### src/rtl/core/running_window_min_max_defines.svh
// ---------------------------------------------------------------------------
// Assertion macros for the running window min/max block
// Shared property shapes, clocked on clk and disabled while rst_n is low.
// ---------------------------------------------------------------------------
`ifndef RUNNING_WINDOW_MIN_MAX_DEFINES_SVH
`define RUNNING_WINDOW_MIN_MAX_DEFINES_SVH

// Same-cycle implication
`define RWMM_ASSERT_IMP(label, ante, cons) \
    label: assert property (@(posedge clk) disable iff (!rst_n) (ante) |-> (cons)) \
        else $error("rwmm assertion failed");

// Next-cycle implication
`define RWMM_ASSERT_NXT(label, ante, cons) \
    label: assert property (@(posedge clk) disable iff (!rst_n) (ante) |=> (cons)) \
        else $error("rwmm assertion failed");

`endif

### src/rtl/core/rwmm_pkg.sv
// ---------------------------------------------------------------------------
// rwmm_pkg
// Constants, types and compare helpers for the running window min/max block.
// ---------------------------------------------------------------------------
package rwmm_pkg;

    localparam int WINDOW_MAX   = 64;
    localparam int SAMPLE_WIDTH = 32;
    localparam int LEN_W        = $clog2(WINDOW_MAX + 1);
    localparam int WIN_IN_W     = 7;
    localparam int CFG_IDX_W    = 3;
    localparam int CFG_DATA_W   = 7;

    localparam logic [CFG_IDX_W-1:0] CFG_SELECT_MAX   = 3'd0;
    localparam logic [CFG_IDX_W-1:0] CFG_WINDOW_MODE  = 3'd1;
    localparam logic [CFG_IDX_W-1:0] CFG_FIXED_WINDOW = 3'd2;
    localparam logic [CFG_IDX_W-1:0] CFG_SKIP_MISSING = 3'd3;
    localparam logic [CFG_IDX_W-1:0] CFG_PAD_START    = 3'd4;

    localparam logic [1:0] MODE_CUMULATIVE = 2'd0;
    localparam logic [1:0] MODE_FIXED      = 2'd1;
    localparam logic [1:0] MODE_PER_ITEM   = 2'd2;

    localparam logic [LEN_W-1:0] WIN_MAX_L = LEN_W'(WINDOW_MAX);

    typedef struct packed {
        logic signed [SAMPLE_WIDTH-1:0] value;
        logic                           valid;
    } sample_t;

    typedef struct packed {
        logic [LEN_W-1:0]               remaining;
        logic signed [SAMPLE_WIDTH-1:0] best;
        logic                           best_valid;
    } token_t;

    // a strictly better than b under the selector
    function automatic logic rwmm_better(
        input logic signed [SAMPLE_WIDTH-1:0] a,
        input logic signed [SAMPLE_WIDTH-1:0] b,
        input logic                           sel_max
    );
        logic res;
        if (sel_max)
        begin
            res = (a > b);
        end
        else
        begin
            res = (a < b);
        end
        return res;
    endfunction

    // clip a window length to 1..WINDOW_MAX
    function automatic logic [LEN_W-1:0] rwmm_clip(input logic [WIN_IN_W-1:0] len);
        logic [LEN_W-1:0] res;
        if (len == '0)
        begin
            res = LEN_W'(1);
        end
        else if (LEN_W'(len) > WIN_MAX_L)
        begin
            res = WIN_MAX_L;
        end
        else
        begin
            res = LEN_W'(len);
        end
        return res;
    endfunction

endpackage

### src/rtl/core/rwmm_cell.sv
// ---------------------------------------------------------------------------
// rwmm_cell
// One history slot plus one stage of the scan token that ripples down the row.
// ---------------------------------------------------------------------------
module rwmm_cell (
    input  logic             clk,
    input  logic             shift_en,
    input  logic             tok_en,
    input  logic             select_max,
    input  rwmm_pkg::sample_t sample_in,
    output rwmm_pkg::sample_t sample_out,
    input  rwmm_pkg::token_t  tok_in,
    output rwmm_pkg::token_t  tok_out
);
    import rwmm_pkg::*;

    sample_t sample_reg;
    token_t  tok_reg;
    token_t  tok_next;
    logic    take;

    // fold this slot into the token while the window still covers it
    always_comb
    begin
        take = (tok_in.remaining != '0) && sample_reg.valid &&
               (!tok_in.best_valid || rwmm_better(sample_reg.value, tok_in.best, select_max));
        tok_next = tok_in;
        if (take)
        begin
            tok_next.best       = sample_reg.value;
            tok_next.best_valid = 1'b1;
        end
        if (tok_in.remaining != '0)
        begin
            tok_next.remaining = tok_in.remaining - LEN_W'(1);
        end
    end

    always_ff @(posedge clk)
    begin
        if (shift_en)
        begin
            sample_reg <= sample_in;
        end
        if (tok_en)
        begin
            tok_reg <= tok_next;
        end
    end

    assign sample_out = sample_reg;
    assign tok_out    = tok_reg;

endmodule

### config.mk
export PLATFORM = sky130hd
export DESIGN_NAME = rwmm_cell
export DESIGN_NICKNAME = d
export VERILOG_FILES = /design/src/rtl/core/running_window_min_max_defines.svh /design/src/rtl/core/rwmm_pkg.sv /design/src/rtl/core/rwmm_cell.sv
export SDC_FILE = /design/constraint.sdc
export NUM_CORES = 1
export LEC_CHECK = 0
export BUFFER_PORTS_ARGS = -buffer_cell sky130_fd_sc_hd__buf_4
export CORE_ASPECT_RATIO = 1.2
export CORE_MARGIN = 8
export CORE_UTILIZATION = 52
export DETAILED_ROUTE_END_ITERATION = 8
export GPL_ROUTABILITY_DRIVEN = 1
export PLACE_DENSITY = 0.9
export SYNTH_ARGS = -nofsm -noshare
export SYNTH_HDL_FRONTEND = slang
export SYNTH_SLANG_ARGS = --single-unit
### constraint.sdc
create_clock -name clk -period 8.61 [get_ports clk]
set_input_delay 1.2915 -clock clk [delete_from_list [all_inputs] [get_ports clk]]
set_output_delay 1.2915 -clock clk [all_outputs]
set_load 0.01 [all_outputs]
==> results of run 1 <==
## worst max-delay path, delay by kind of cell
kind	cells	cell delay [ps]
AOI/OAI and AO/OA	3	1240
adders and majority gates	1	310
buffers and inverters	2	120
muxes	1	420
and+or+nand+nor	2	870
## worst max-delay path by stage
stage,from,endpoint,slack [ps],cells past startpoint
floorplan,tok_in[12],tok_out[10]$_DFFE_PP_,5000,9
global route,tok_in[14],tok_out[1]$_DFFE_PP_,4260,9
global placement,tok_in[15],tok_out[32]$_DFFE_PP_,4200,9
finish,tok_in[15],tok_out[1]$_DFFE_PP_,4450,9
CTS,tok_in[15],tok_out[1]$_DFFE_PP_,4460,9
detailed placement,tok_in[15],tok_out[1]$_DFFE_PP_,4100,9
## logic make-up (layout without fill, tap and decap cells)
kind of cell,count (synthesis),after routing,synth area share
AND/OR/NAND/NOR,42,42,0.06106
adder cells (fa/ha/maj),34,34,0.1141
flip-flops,73,73,0.5877
buffers and inverters,40,201,0.04629
XOR/XNOR,5,5,0.01174
multiplexers,32,32,0.1268
AO/OA/AOI/OAI,30,30,0.05233
## registers in the layout, indices dropped and copies added (netlist names)
name and flops:
sample_out 33, tok_out 40
## layout make-up
type,instances,area [um2],share of cell area
sequential,73,2192,0.4250
multi-input combinational,143,1365,0.2647
timing repair buffer,149,1119,0.2169
inverter,36,135.1,0.02620
clock buffer,10,127.6,0.02475
tap,90,112.6,0.02183
clock inverter,6,106.4,0.02062
## through the flow
stage	area [um2]	utilization	instances	power [W]	setup slack [ps]
after floorplan	3730	-	256	0.0005459	4995
after global placement	4923	0.6930	491	0.0006377	4204
after detailed placement	4923	0.6930	491	0.0006479	4103
after CTS	5157	0.7260	507	0.0009624	4462
after global routing	5157	0.7260	507	0.0009889	4255
final	5157	0.7260	507	0.0009549	4452
## Yosys cell counts
| library cell | n |
|---|---|
| sky130_fd_sc_hd__edfxtp_1 | 73 |
| sky130_fd_sc_hd__inv_1 | 36 |
| sky130_fd_sc_hd__ha_1 | 34 |
| sky130_fd_sc_hd__mux2_4 | 30 |
| sky130_fd_sc_hd__a21oi_1 | 13 |
| sky130_fd_sc_hd__nand2_1 | 11 |
| sky130_fd_sc_hd__nor2_1 | 7 |
| sky130_fd_sc_hd__nand4_1 | 5 |
| sky130_fd_sc_hd__o21ai_0 | 5 |
| sky130_fd_sc_hd__nor3_1 | 4 |
| sky130_fd_sc_hd__xnor2_1 | 4 |
| sky130_fd_sc_hd__buf_6 | 3 |
| sky130_fd_sc_hd__nand3_1 | 3 |
| sky130_fd_sc_hd__a21o_1 | 2 |
| sky130_fd_sc_hd__mux2_2 | 2 |
| sky130_fd_sc_hd__o211ai_1 | 2 |
| sky130_fd_sc_hd__a2111o_1 | 1 |
| sky130_fd_sc_hd__a221oi_1 | 1 |
| sky130_fd_sc_hd__a221oi_2 | 1 |
| sky130_fd_sc_hd__a311o_2 | 1 |
| sky130_fd_sc_hd__a31oi_1 | 1 |
| sky130_fd_sc_hd__and3b_1 | 1 |
| sky130_fd_sc_hd__clkbuf_1 | 1 |
| sky130_fd_sc_hd__nand2b_1 | 1 |
| sky130_fd_sc_hd__nand3b_1 | 1 |
| sky130_fd_sc_hd__nor2b_1 | 1 |
| sky130_fd_sc_hd__nor3b_1 | 1 |
| sky130_fd_sc_hd__nor4_1 | 1 |
| sky130_fd_sc_hd__nor4_2 | 1 |
| sky130_fd_sc_hd__nor4b_1 | 1 |
| sky130_fd_sc_hd__o2111a_1 | 1 |
| sky130_fd_sc_hd__o21ai_1 | 1 |
| sky130_fd_sc_hd__o22ai_1 | 1 |
| sky130_fd_sc_hd__or2_1 | 1 |
| sky130_fd_sc_hd__or2_2 | 1 |
| sky130_fd_sc_hd__or2b_2 | 1 |
| sky130_fd_sc_hd__or4_2 | 1 |
| sky130_fd_sc_hd__xor2_1 | 1 |
## per-layer routing
metal	wire [um]	GRT usage	vias up	share of wire
li1	-	-	1256	-
met1	3455	0.1782	1294	0.36
met2	5179	0.3471	94	0.54
met3	549	0.04752	24	0.058
met4	336	0.1038	0	0.035
met5	0	0	-	0
## power breakdown
part	switching (W)	leakage [nW]	internal (W)
Sequential	0.0000165	0.714	0.000429
Combinational	0.0000858	1.57	0.000108
Clock	0.000125	0.114	0.000191
Total	0.000227	2.40	0.000728
==> metrics.log, run 1 <==
[metrics] Max transition margin: 0.2720
[metrics] number of placed I/O pins: 150
[metrics] logic depth of the worst register-to-register path: 7
[metrics] Final Hold Vio Count: 0
[metrics] critical path cell sequence: buf_4 -> inv_1 -> ha_1 -> nand4_1 -> or4_2 -> o21ai_0 -> o2111a_1 -> a311o_2 -> mux2_2
[metrics] terminus of the critical flop-to-flop path: tok_out[1]$_DFFE_PP_
[metrics] worst hold path startpoint: sample_out[30]$_DFFE_PP_
[metrics] number of port buffers: 149
[metrics] number of clock buffers inserted by TritonCTS: 9
[metrics] data arrival time of the critical path: 4250 ps
[metrics] final net count: approximately 520
[metrics] number of buffers between clock root and the deepest sink: 2
[metrics] post-detail-place hpwl: 7.503 mm
[metrics] H-Tree Depth: 3
[metrics] RSZ-0062 raised after global routing: no
[metrics] register-to-register setup slack: 5050 ps
[metrics] synthesized cell area: 3730 um2
[metrics] setup TNS: 0 ps
[metrics] fraction of final layout cells sized beyond drive strength 1: 0.4820
[metrics] DRT Pass-1 Iters: 4
[metrics] clock transition at the registers of the reported paths: 70 ps
[metrics] Clock Latency Late Sink: 340 ps
[metrics] Fillers: between 400 and 500
[metrics] most used cells in the layout excluding fill and tap cells: 149 x sky130_fd_sc_hd__buf_4, 73 x sky130_fd_sc_hd__edfxtp_1, 36 x sky130_fd_sc_hd__inv_1
[metrics] max frequency: about 240 MHz
[metrics] via count: 2,668
[metrics] final routed wire length divided by cell count: 18.78 um
[metrics] Die Area: around 10,000 um2
[metrics] kind of end point of the critical path: register
[metrics] Syn-to-layout area delta: 38.28%
[metrics] launching element type of the critical path: primary input
[metrics] drt first-iter violations: 98
[metrics] Total Routing Usage GR: 0.1847
[metrics] static leakage power: 2.396 nW
[metrics] Hold/Removal Path Class: reg2reg
[metrics] Core Footprint: 7104 um2
[metrics] ANT cells: 0
[metrics] min cycle time layout: between 4000 and 5000 ps
[metrics] total clock sinks: 73
[metrics] via count of the first global-routing pass: 2,916
[metrics] setup repair bufs after CTS: 0
[metrics] maximum number of pins on one net before global-route repair: 41
[metrics] row cnt: 34
[metrics] Final Max Tran Viols: 0
[metrics] Power Density: 185.2 nW/um2
[metrics] worst min-delay path endpoint: tok_out[30]$_DFFE_PP_
[metrics] DRC errors left: 0
[metrics] flip-flop and latch count after synthesis: 73
[metrics] share of the cycle needed by the critical path after routing: 0.4829
[metrics] Root Driver: sky130_fd_sc_hd__clkbuf_8
[metrics] quantity of hold-fixing buffers added after cts: 0
[metrics] critical path class: in2reg
[metrics] global placement routability congestion: 0.8835
[metrics] Initial Utilization: 0.5250
[metrics] remaining antenna violation count after routing: 0
[metrics] fraction of post-synthesis cell area in the top cell type by area: 0.5877
[metrics] clock tree from TritonCTS: done
[metrics] worst reg2reg path startpoint: sample_out[15]$_DFFE_PP_
[metrics] remaining global-route overflow: 0
[metrics] maximum vdd ir drop: 0.0001371 V
[metrics] CP peak stage delay: 840 ps
[metrics] transition time of the tightest slew-check pin: 1092 ps
[metrics] initial antenna violation count: 0
[metrics] wire length reported by the detailed router: 9.520 mm
[metrics] Cell variety after synth: 38
[metrics] most common library cell in the layout ignoring fill and taps: sky130_fd_sc_hd__buf_4
[metrics] routed via count divided by cell count: 5.262
[metrics] cell types occupying the most area after synthesis: sky130_fd_sc_hd__edfxtp_1 59%, sky130_fd_sc_hd__mux2_4 12%, sky130_fd_sc_hd__ha_1 11%
[metrics] post-cts repair resize count: 0
[metrics] Syn Inst Count: ~260
[metrics] hold depth: 1
[metrics] worst clock skew: 9.546 ps
[metrics] Hold WS: 628.2 ps
[metrics] sequential element share of the synthesized area: 0.5877
[metrics] biggest area consumer among synthesized cells: sky130_fd_sc_hd__edfxtp_1
[metrics] number of nets produced by synthesis: 367
[metrics] first-pass GRT wire length: 14.33 mm
[metrics] data required time of the worst path: 8700 ps
[metrics] Die Height: 108.8 um
[metrics] run status: complete, no violations
[metrics] die boundary width: between 90 and 100 um
[metrics] highest-delay cell along the critical path: sky130_fd_sc_hd__a311o_2
[metrics] Mean Syn Cell Area: 14.57 um2
[metrics] setup violation total in the final timing report: 0
[metrics] Maximum Capacitance Violations: 0
[metrics] Warnings, synthesis: 0
[metrics] critical-path maximum fanout: 32
(Power assumes the default switching activity.)
==> run 2, diff against run 1 <==
Settings changed: CORE_UTILIZATION 52 to 44, PLACE_DENSITY 0.9 to 0.82.
Clock period 8.61 ns to 3.5 ns, I/O delays scaled along.
==> run 2 against run 1 <==
Non-clock buffer count increased by 2. Core utilization decreased by 10 points. Worst hold slack got worse by 280 ps. Clock skew about the same. Sequential power increased by 150%.
==> metrics.log, run 2 (synthesized netlist as in run 1, its figures left out) <==
[metrics] CP peak stage delay: 680 ps
[metrics] via count: 2,658
[metrics] data required time of the worst path: between 3000 and 4000 ps
[metrics] Die Area: 11,690 um2
[metrics] Die Height: 116.9 um
[metrics] critical path cell sequence: ha_1 -> nand4_1 -> or4_2 -> o21ai_0 -> o2111a_1 -> a311o_2 -> buf_12 -> mux2_2
[metrics] Seq. cell area: between 2000 and 2500 um2
[metrics] remaining antenna violation count after routing: 0
[metrics] number of flip-flops in the largest register: 40
[metrics] share of the cycle needed by the critical path after routing: 0.8791
[metrics] buffers and inverters on the worst path: 1
[metrics] number of port buffers: 149
[metrics] fraction of final layout cells sized beyond drive strength 1: 0.4893
[metrics] most used cells in the layout excluding fill and tap cells: 150 x sky130_fd_sc_hd__buf_4, 73 x sky130_fd_sc_hd__edfxtp_1, 36 x sky130_fd_sc_hd__inv_1
[metrics] maximum number of pins on one net before global-route repair: 41
[metrics] via count of the first global-routing pass: between 2,000 and 3,000
[metrics] Fillers: 675
[metrics] critical-path maximum fanout: 20
[metrics] register-to-register setup slack: 420 ps
[metrics] post-cts repair resize count: 0
[metrics] Syn-to-layout area delta: 40.76%
[metrics] post-detail-place hpwl: 7.545 mm
[metrics] Total Routing Usage GR: 0.1605
[metrics] number of buffers between clock root and the deepest sink: 2
[metrics] worst reg2reg path startpoint: sample_out[12]$_DFFE_PP_
[metrics] DRT Pass-1 Iters: 4
[metrics] Hold/Removal Path Class: in2reg
[metrics] total area of multi-input combinational cells: roughly 1400 um2
[metrics] final routed wire length divided by cell count: approximately 18 um
[metrics] min cycle time layout: about 3100 ps
[metrics] highest-delay cell along the critical path: sky130_fd_sc_hd__or4_2
[metrics] Clock Latency Late Sink: 350 ps
[metrics] max frequency: ~330 MHz
[metrics] Final Hold Vio Count: 0
[metrics] worst clock skew: 9.629 ps
[metrics] launching element type of the critical path: register
[metrics] first-pass GRT wire length: 14.07 mm
[metrics] kind of end point of the critical path: register
[metrics] remaining global-route overflow: 0
[metrics] logic depth of the worst register-to-register path: 8
[metrics] setup repair bufs after CTS: 0
[metrics] die boundary width: 100.1 um
[metrics] worst min-delay path endpoint: sample_out[22]$_DFFE_PP_
[metrics] number of placed I/O pins: 150
[metrics] routed via count divided by cell count: slightly below 5
[metrics] wire length reported by the detailed router: 9.505 mm
[metrics] worst hold path startpoint: sample_in[22]
[metrics] static leakage power: 2.426 nW
[metrics] setup TNS: 0 ps
[metrics] data arrival time of the critical path: approximately 3200 ps
[metrics] initial antenna violation count: 0
[metrics] post-placement cell area: 4985 um2
[metrics] total clock sinks: 73
[metrics] cell family with the largest share of critical-path delay: simple AND/OR/NAND/NOR gates
[metrics] post-route cell area: ~5300 um2
[metrics] maximum vdd ir drop: 0.0003246 V
[metrics] hold depth: 1
[metrics] row cnt: 37
[metrics] Root Driver: sky130_fd_sc_hd__clkbuf_8
[metrics] setup violation total in the final timing report: 0
[metrics] Max transition margin: 0.6436
[metrics] quantity of hold-fixing buffers added after cts: 0
[metrics] clock transition at the registers of the reported paths: approximately 80 ps
[metrics] Power Density: 464.9 nW/um2
[metrics] drt first-iter violations: 102
[metrics] global placement routability congestion: 0.7639
[metrics] critical path class: reg2reg
[metrics] RSZ-0062 raised after global routing: no
[metrics] final net count: 525
[metrics] Maximum Capacitance Violations: 0
[metrics] terminus of the critical flop-to-flop path: tok_out[32]$_DFFE_PP_
[metrics] Final Max Tran Viols: 0
[metrics] H-Tree Depth: 3
[metrics] number of clock buffers inserted by TritonCTS: 9
[metrics] transition time of the tightest slew-check pin: 534.7 ps
[metrics] run status: complete, no violations
[metrics] Initial Utilization: 0.4427
[metrics] ANT cells: 0
[metrics] Core Footprint: 8426 um2
[metrics] clock tree from TritonCTS: done
[metrics] most common library cell in the layout ignoring fill and taps: sky130_fd_sc_hd__buf_4
[metrics] DRC errors left: 0
-- run 2: cell types whose count changed in the layout (fill, tap and decap cells not counted) --
cell	before	now
sky130_fd_sc_hd__inv_6	0	1
sky130_fd_sc_hd__clkinv_1	1	0
sky130_fd_sc_hd__buf_12	0	1
sky130_fd_sc_hd__bufinv_16	3	4
sky130_fd_sc_hd__clkbuf_1	1	0
sky130_fd_sc_hd__buf_4	149	150
-- run 2: how the worst max path moves through the flow --
| stage | from | to | slack (ps) | cells after the start |
|---|---|---|---|---|
| global route | sample_out[12]$_DFFE_PP_ | tok_out[32]$_DFFE_PP_ | 280 | 8 |
| floorplan | tok_in[12] | tok_out[10]$_DFFE_PP_ | 650 | 9 |
| finish | sample_out[12]$_DFFE_PP_ | tok_out[32]$_DFFE_PP_ | 420 | 8 |
| CTS | sample_out[12]$_DFFE_PP_ | tok_out[32]$_DFFE_PP_ | 420 | 8 |
| detailed placement | tok_in[12] | tok_out[32]$_DFFE_PP_ | 230 | 10 |
| global placement | tok_in[12] | tok_out[32]$_DFFE_PP_ | 310 | 10 |
-- run 2: layout make-up --
| type | count | area share |
|---|---|---|
| sequential | 73 | 0.4175 |
| multi-input combinational | 143 | 0.2600 |
| timing repair buffer | 151 | 0.2183 |
| tap | 117 | 0.02788 |
| clock inverter | 7 | 0.02693 |
| inverter | 36 | 0.02574 |
| clock buffer | 9 | 0.02359 |
-- run 2: power by group --
| group | total [W] | internal (W) | switching [W] |
|---|---|---|---|
| Combinational | 0.000479 | 0.000268 | 0.000210 |
| Clock | 0.000866 | 0.000547 | 0.000319 |
| Sequential | 0.00110 | 0.00105 | 0.0000413 |
-- run 2: metal layers --
layer,up-vias,GRT usage,wire [um]
li1,1265,-,-
met1,1282,0.1545,3460
met2,93,0.2962,5171
met3,18,0.04911,600
met4,0,0.09495,273
met5,-,0,0
-- run 2: stage by stage --
stage	cells	hold slack [ps]	worst slack (ps)	util	power [W]
after floorplan	256	610.7	651.6	-	0.001343
after global placement	520	604.3	305.0	0.5916	0.001578
after detailed placement	520	608.7	231.9	0.5916	0.001596
after CTS	536	331.4	415.8	0.6231	0.002464
after global routing	536	322.9	279.4	0.6231	0.002544
final	536	347.6	423.1	0.6231	0.002441
-- run 2: worst reg2reg max path: stages, from the launching register on --
cell and delay (ps):
sky130_fd_sc_hd__edfxtp_1 420, sky130_fd_sc_hd__ha_1 350, sky130_fd_sc_hd__nand4_1 170, sky130_fd_sc_hd__or4_2 680
sky130_fd_sc_hd__o21ai_0 170, sky130_fd_sc_hd__o2111a_1 210, sky130_fd_sc_hd__a311o_2 240, sky130_fd_sc_hd__buf_12 240
sky130_fd_sc_hd__mux2_2 360
==> run 3, diff against run 2 <==
Settings changed: ABC_AREA set to 1, PLACE_DENSITY 0.82 to 0.81.
==> run 3 against run 2 <==
Critical path depth up 4. Non-clock buffer count down 1. Routed wire length up 3.5%. Largest cell class unchanged. Largest power group unchanged.
==> metrics.log, run 3 <==
[metrics] run status: complete, no violations
[metrics] wire length reported by the detailed router: slightly below 10 mm
[metrics] drt first-iter violations: 175
[metrics] count of non-filler cells in the finished layout: 634
[metrics] fraction of synthesized cell area in xor and xnor cells: 0.002302
[metrics] via count of the first global-routing pass: 3,452
[metrics] adder-cell share of the synthesized area: 0.1118
[metrics] first-pass GRT wire length: 15.90 mm
[metrics] transition time of the tightest slew-check pin: 860.6 ps
[metrics] quantity of hold-fixing buffers added after cts: 0
[metrics] synthesized cell area: 3805 um2
[metrics] crit-path most repeated cell: sky130_fd_sc_hd__nand2_1
[metrics] critical path class: reg2reg
[metrics] maximum number of pins on one net before global-route repair: 41
[metrics] Syn-to-layout area delta: 35.74%
[metrics] kind of end point of the critical path: register
[metrics] highest-delay cell along the critical path: sky130_fd_sc_hd__edfxtp_1
[metrics] clock share of power: 0.254
[metrics] proportion of register bits with asynchronous set or reset after synthesis: 0
[metrics] Mean Syn Cell Area: around 11 um2
[metrics] remaining antenna violation count after routing: 0
[metrics] Sequential Power Share: 0.516
[metrics] row cnt: 37
[metrics] final worst-path setup slack: 789.4 ps
[metrics] global placement routability congestion: between 0.8 and 0.9
[metrics] biggest area consumer among synthesized cells: sky130_fd_sc_hd__edfxtp_1
[metrics] cell-internal power: between 0.0015 and 0.002 W
[metrics] fraction of post-synthesis cell area in the top cell type by area: 0.5761
[metrics] Max transition margin: 0.4249
[metrics] Core Footprint: about 8500 um2
[metrics] final net count: about 620
[metrics] number of buffers between clock root and the deepest sink: 2
[metrics] most used flip-flop cell after synthesis: sky130_fd_sc_hd__edfxtp_1
[metrics] Power Density: 411.9 nW/um2
[metrics] remaining global-route overflow: 0
[metrics] fraction of power spent switching nets: 0.2783
[metrics] Critical Path Source: sample_out[32]$_DFFE_PP_
[metrics] Die Height: 117.9 um
[metrics] most frequent cell after synthesis: sky130_fd_sc_hd__nand2_1
[metrics] Final Max Tran Viols: 0
[metrics] cell types occupying the most area after synthesis: sky130_fd_sc_hd__edfxtp_1 58%, sky130_fd_sc_hd__ha_1 11%, sky130_fd_sc_hd__nand2_1 8.9%
[metrics] data required time of the worst path: 3600 ps
[metrics] Fillers: 711
[metrics] basic-gate share of the synthesized area counting and, or, nand and nor cells: 0.2052
[metrics] number of placed I/O pins: 150
[metrics] most common library cell in the layout ignoring fill and taps: sky130_fd_sc_hd__buf_4
[metrics] worst setup slack after placement: roughly 550 ps
[metrics] flip-flop and latch count after synthesis: 73
[metrics] Warnings, synthesis: 0
[metrics] clock tree from TritonCTS: done
[metrics] clock transition at the registers of the reported paths: 70 ps
[metrics] setup repair bufs after CTS: 0
[metrics] critical path cell sequence: ha_1 -> nand2_1 -> nor2_2 -> and2_1 -> and3b_1 -> nand2_2 -> nand3_1 -> nand3_2 -> nand3_4 -> nand2_4 -> nand2_1 -> nand2_1
[metrics] Clock Latency Late Sink: about 340 ps
[metrics] mux cell area share after synthesis: 0
[metrics] buffers and inverters on the worst path: 0
[metrics] fraction of final layout cells sized beyond drive strength 1: 0.3636
[metrics] post-cts repair resize count: 0
[metrics] die boundary width: 100.9 um
[metrics] launching element type of the critical path: register
[metrics] routed via count divided by cell count: 4.921
[metrics] Cell variety after synth: 27
[metrics] static leakage power: 2.526 nW
[metrics] via count: 3,120
[metrics] setup violation total in the final timing report: 0
[metrics] Syn Inst Count: 361
[metrics] RSZ-0062 raised after global routing: no
[metrics] relative contribution of combinational cells to total power: 0.229
[metrics] initial antenna violation count: 0
[metrics] share of the cycle needed by the critical path after routing: 0.7745
[metrics] total clock sinks: 73
[metrics] number of port buffers: between 100 and 150
[metrics] final routed wire length divided by cell count: 15.52 um
[metrics] most used cells in the layout excluding fill and tap cells: 150 x sky130_fd_sc_hd__buf_4, 90 x sky130_fd_sc_hd__nand2_1, 73 x sky130_fd_sc_hd__edfxtp_1
[metrics] max frequency: 368.9 MHz
[metrics] Synth Area in Compound Gates: 0.04143
[metrics] Final Hold Vio Count: 0
[metrics] DRC errors left: 0
[metrics] number of flip-flops in the largest register: 40
[metrics] worst hold path startpoint: sample_in[29]
[metrics] ANT cells: 0
[metrics] CP peak stage delay: 420 ps
[metrics] Maximum Capacitance Violations: 0
[metrics] post-detail-place hpwl: 7.575 mm
[metrics] setup TNS: 0 ps
[metrics] data arrival time of the critical path: about 2800 ps
[metrics] worst clock skew: between 9 and 10 ps
[metrics] DRT Pass-1 Iters: 5
[metrics] worst reg2reg path startpoint: sample_out[32]$_DFFE_PP_
[metrics] Hold/Removal Path Class: in2reg
[metrics] leading cell types by count after synthesis: 90 x sky130_fd_sc_hd__nand2_1, 73 x sky130_fd_sc_hd__edfxtp_1, 45 x sky130_fd_sc_hd__inv_1
[metrics] sequential element share of the synthesized area: 0.5761
[metrics] Total Routing Usage GR: 0.1711
[metrics] maximum vdd ir drop: 0.0002107 V
[metrics] Initial Utilization: 0.4491
[metrics] critical-path maximum fanout: 32
[metrics] cell family with the largest share of critical-path delay: simple AND/OR/NAND/NOR gates
[metrics] number of placed instances, taps included: between 600 and 700
[metrics] switching power total: 0.0005921 W
[metrics] Post-synth EDFFs: 73
[metrics] number of nets produced by synthesis: about 470
[metrics] largest family of logic cells by synthesized area: simple AND/OR/NAND/NOR gates
[metrics] Root Driver: sky130_fd_sc_hd__clkbuf_8
[metrics] min cycle time layout: 2711 ps
[metrics] Die Area: between 10,000 and 15,000 um2
[metrics] H-Tree Depth: 3
[metrics] number of clock buffers inserted by TritonCTS: 9
-- run 3: changes by cell type in the layout (fill, tap and decap cells not counted), moves of 7 or more --
cell and delta:
sky130_fd_sc_hd__a21oi_1 +7, sky130_fd_sc_hd__nand3_1 +34, sky130_fd_sc_hd__inv_1 +9, sky130_fd_sc_hd__nand2_2 +16, sky130_fd_sc_hd__nand2_1 +79, sky130_fd_sc_hd__nor2_1 +7
sky130_fd_sc_hd__mux2_4 -30
-- run 3: metrics by stage --
step                  util  power, W  hold WS (ps)  instance area [um2]
CTS                 0.6097  0.002150         334.6                 5165
global route        0.6097  0.002242         326.5                 5165
detailed placement  0.5918  0.001609         605.3                 5014
finish              0.6097  0.002127         355.4                 5165
floorplan                -  0.001356         623.9                 3805
global placement    0.5918  0.001589         596.4                 5014
-- run 3: worst paths after layout --
path	endpoint	slack, ps	depth (start not counted)
max	tok_out[14]$_DFFE_PP_	790	12
min	sample_out[29]$_DFFE_PP_	360	1
max reg2reg	tok_out[14]$_DFFE_PP_	790	12
min reg2reg	tok_out[28]$_DFFE_PP_	620	2
-- run 3: cells by family after synthesis --
logic type | count (synthesis)
fa+ha+maj | 34
flops | 73
simple gates | 170
buf+inv | 54
compound gates | 29
xor+xnor | 1
-- run 3: layer usage --
| metal | vias to the layer above | track usage | share of wire |
|---|---|---|---|
| li1 | 1522 | - | - |
| met1 | 1429 | 0.1651 | 0.35 |
| met2 | 147 | 0.2992 | 0.52 |
| met3 | 22 | 0.07041 | 0.11 |
| met4 | 0 | 0.09244 | 0.027 |
| met5 | - | 0 | 0 |
-- run 3: layout make-up --
type	count	area [um2]	area share
flip-flops and latches	73	2192	0.4244
multi-input cells	234	1380	0.2672
repair buffers	150	1126	0.2180
inverters	45	168.9	0.03270
well taps	117	146.4	0.02834
clock buffers	10	127.6	0.02471
clock inverters	5	23.77	0.004603
-- run 3: power by group through the flow --
| stage | clock network [W] | registers [W] | logic, W |
|---|---|---|---|
| after floorplan | 0 | 0.00115 | 0.000204 |
| after global placement | 0 | 0.00112 | 0.000474 |
| after detailed placement | 0 | 0.00112 | 0.000492 |
| after CTS | 0.000558 | 0.00110 | 0.000493 |
| after global routing | 0.000592 | 0.00111 | 0.000542 |
| final | 0.000541 | 0.00110 | 0.000487 |
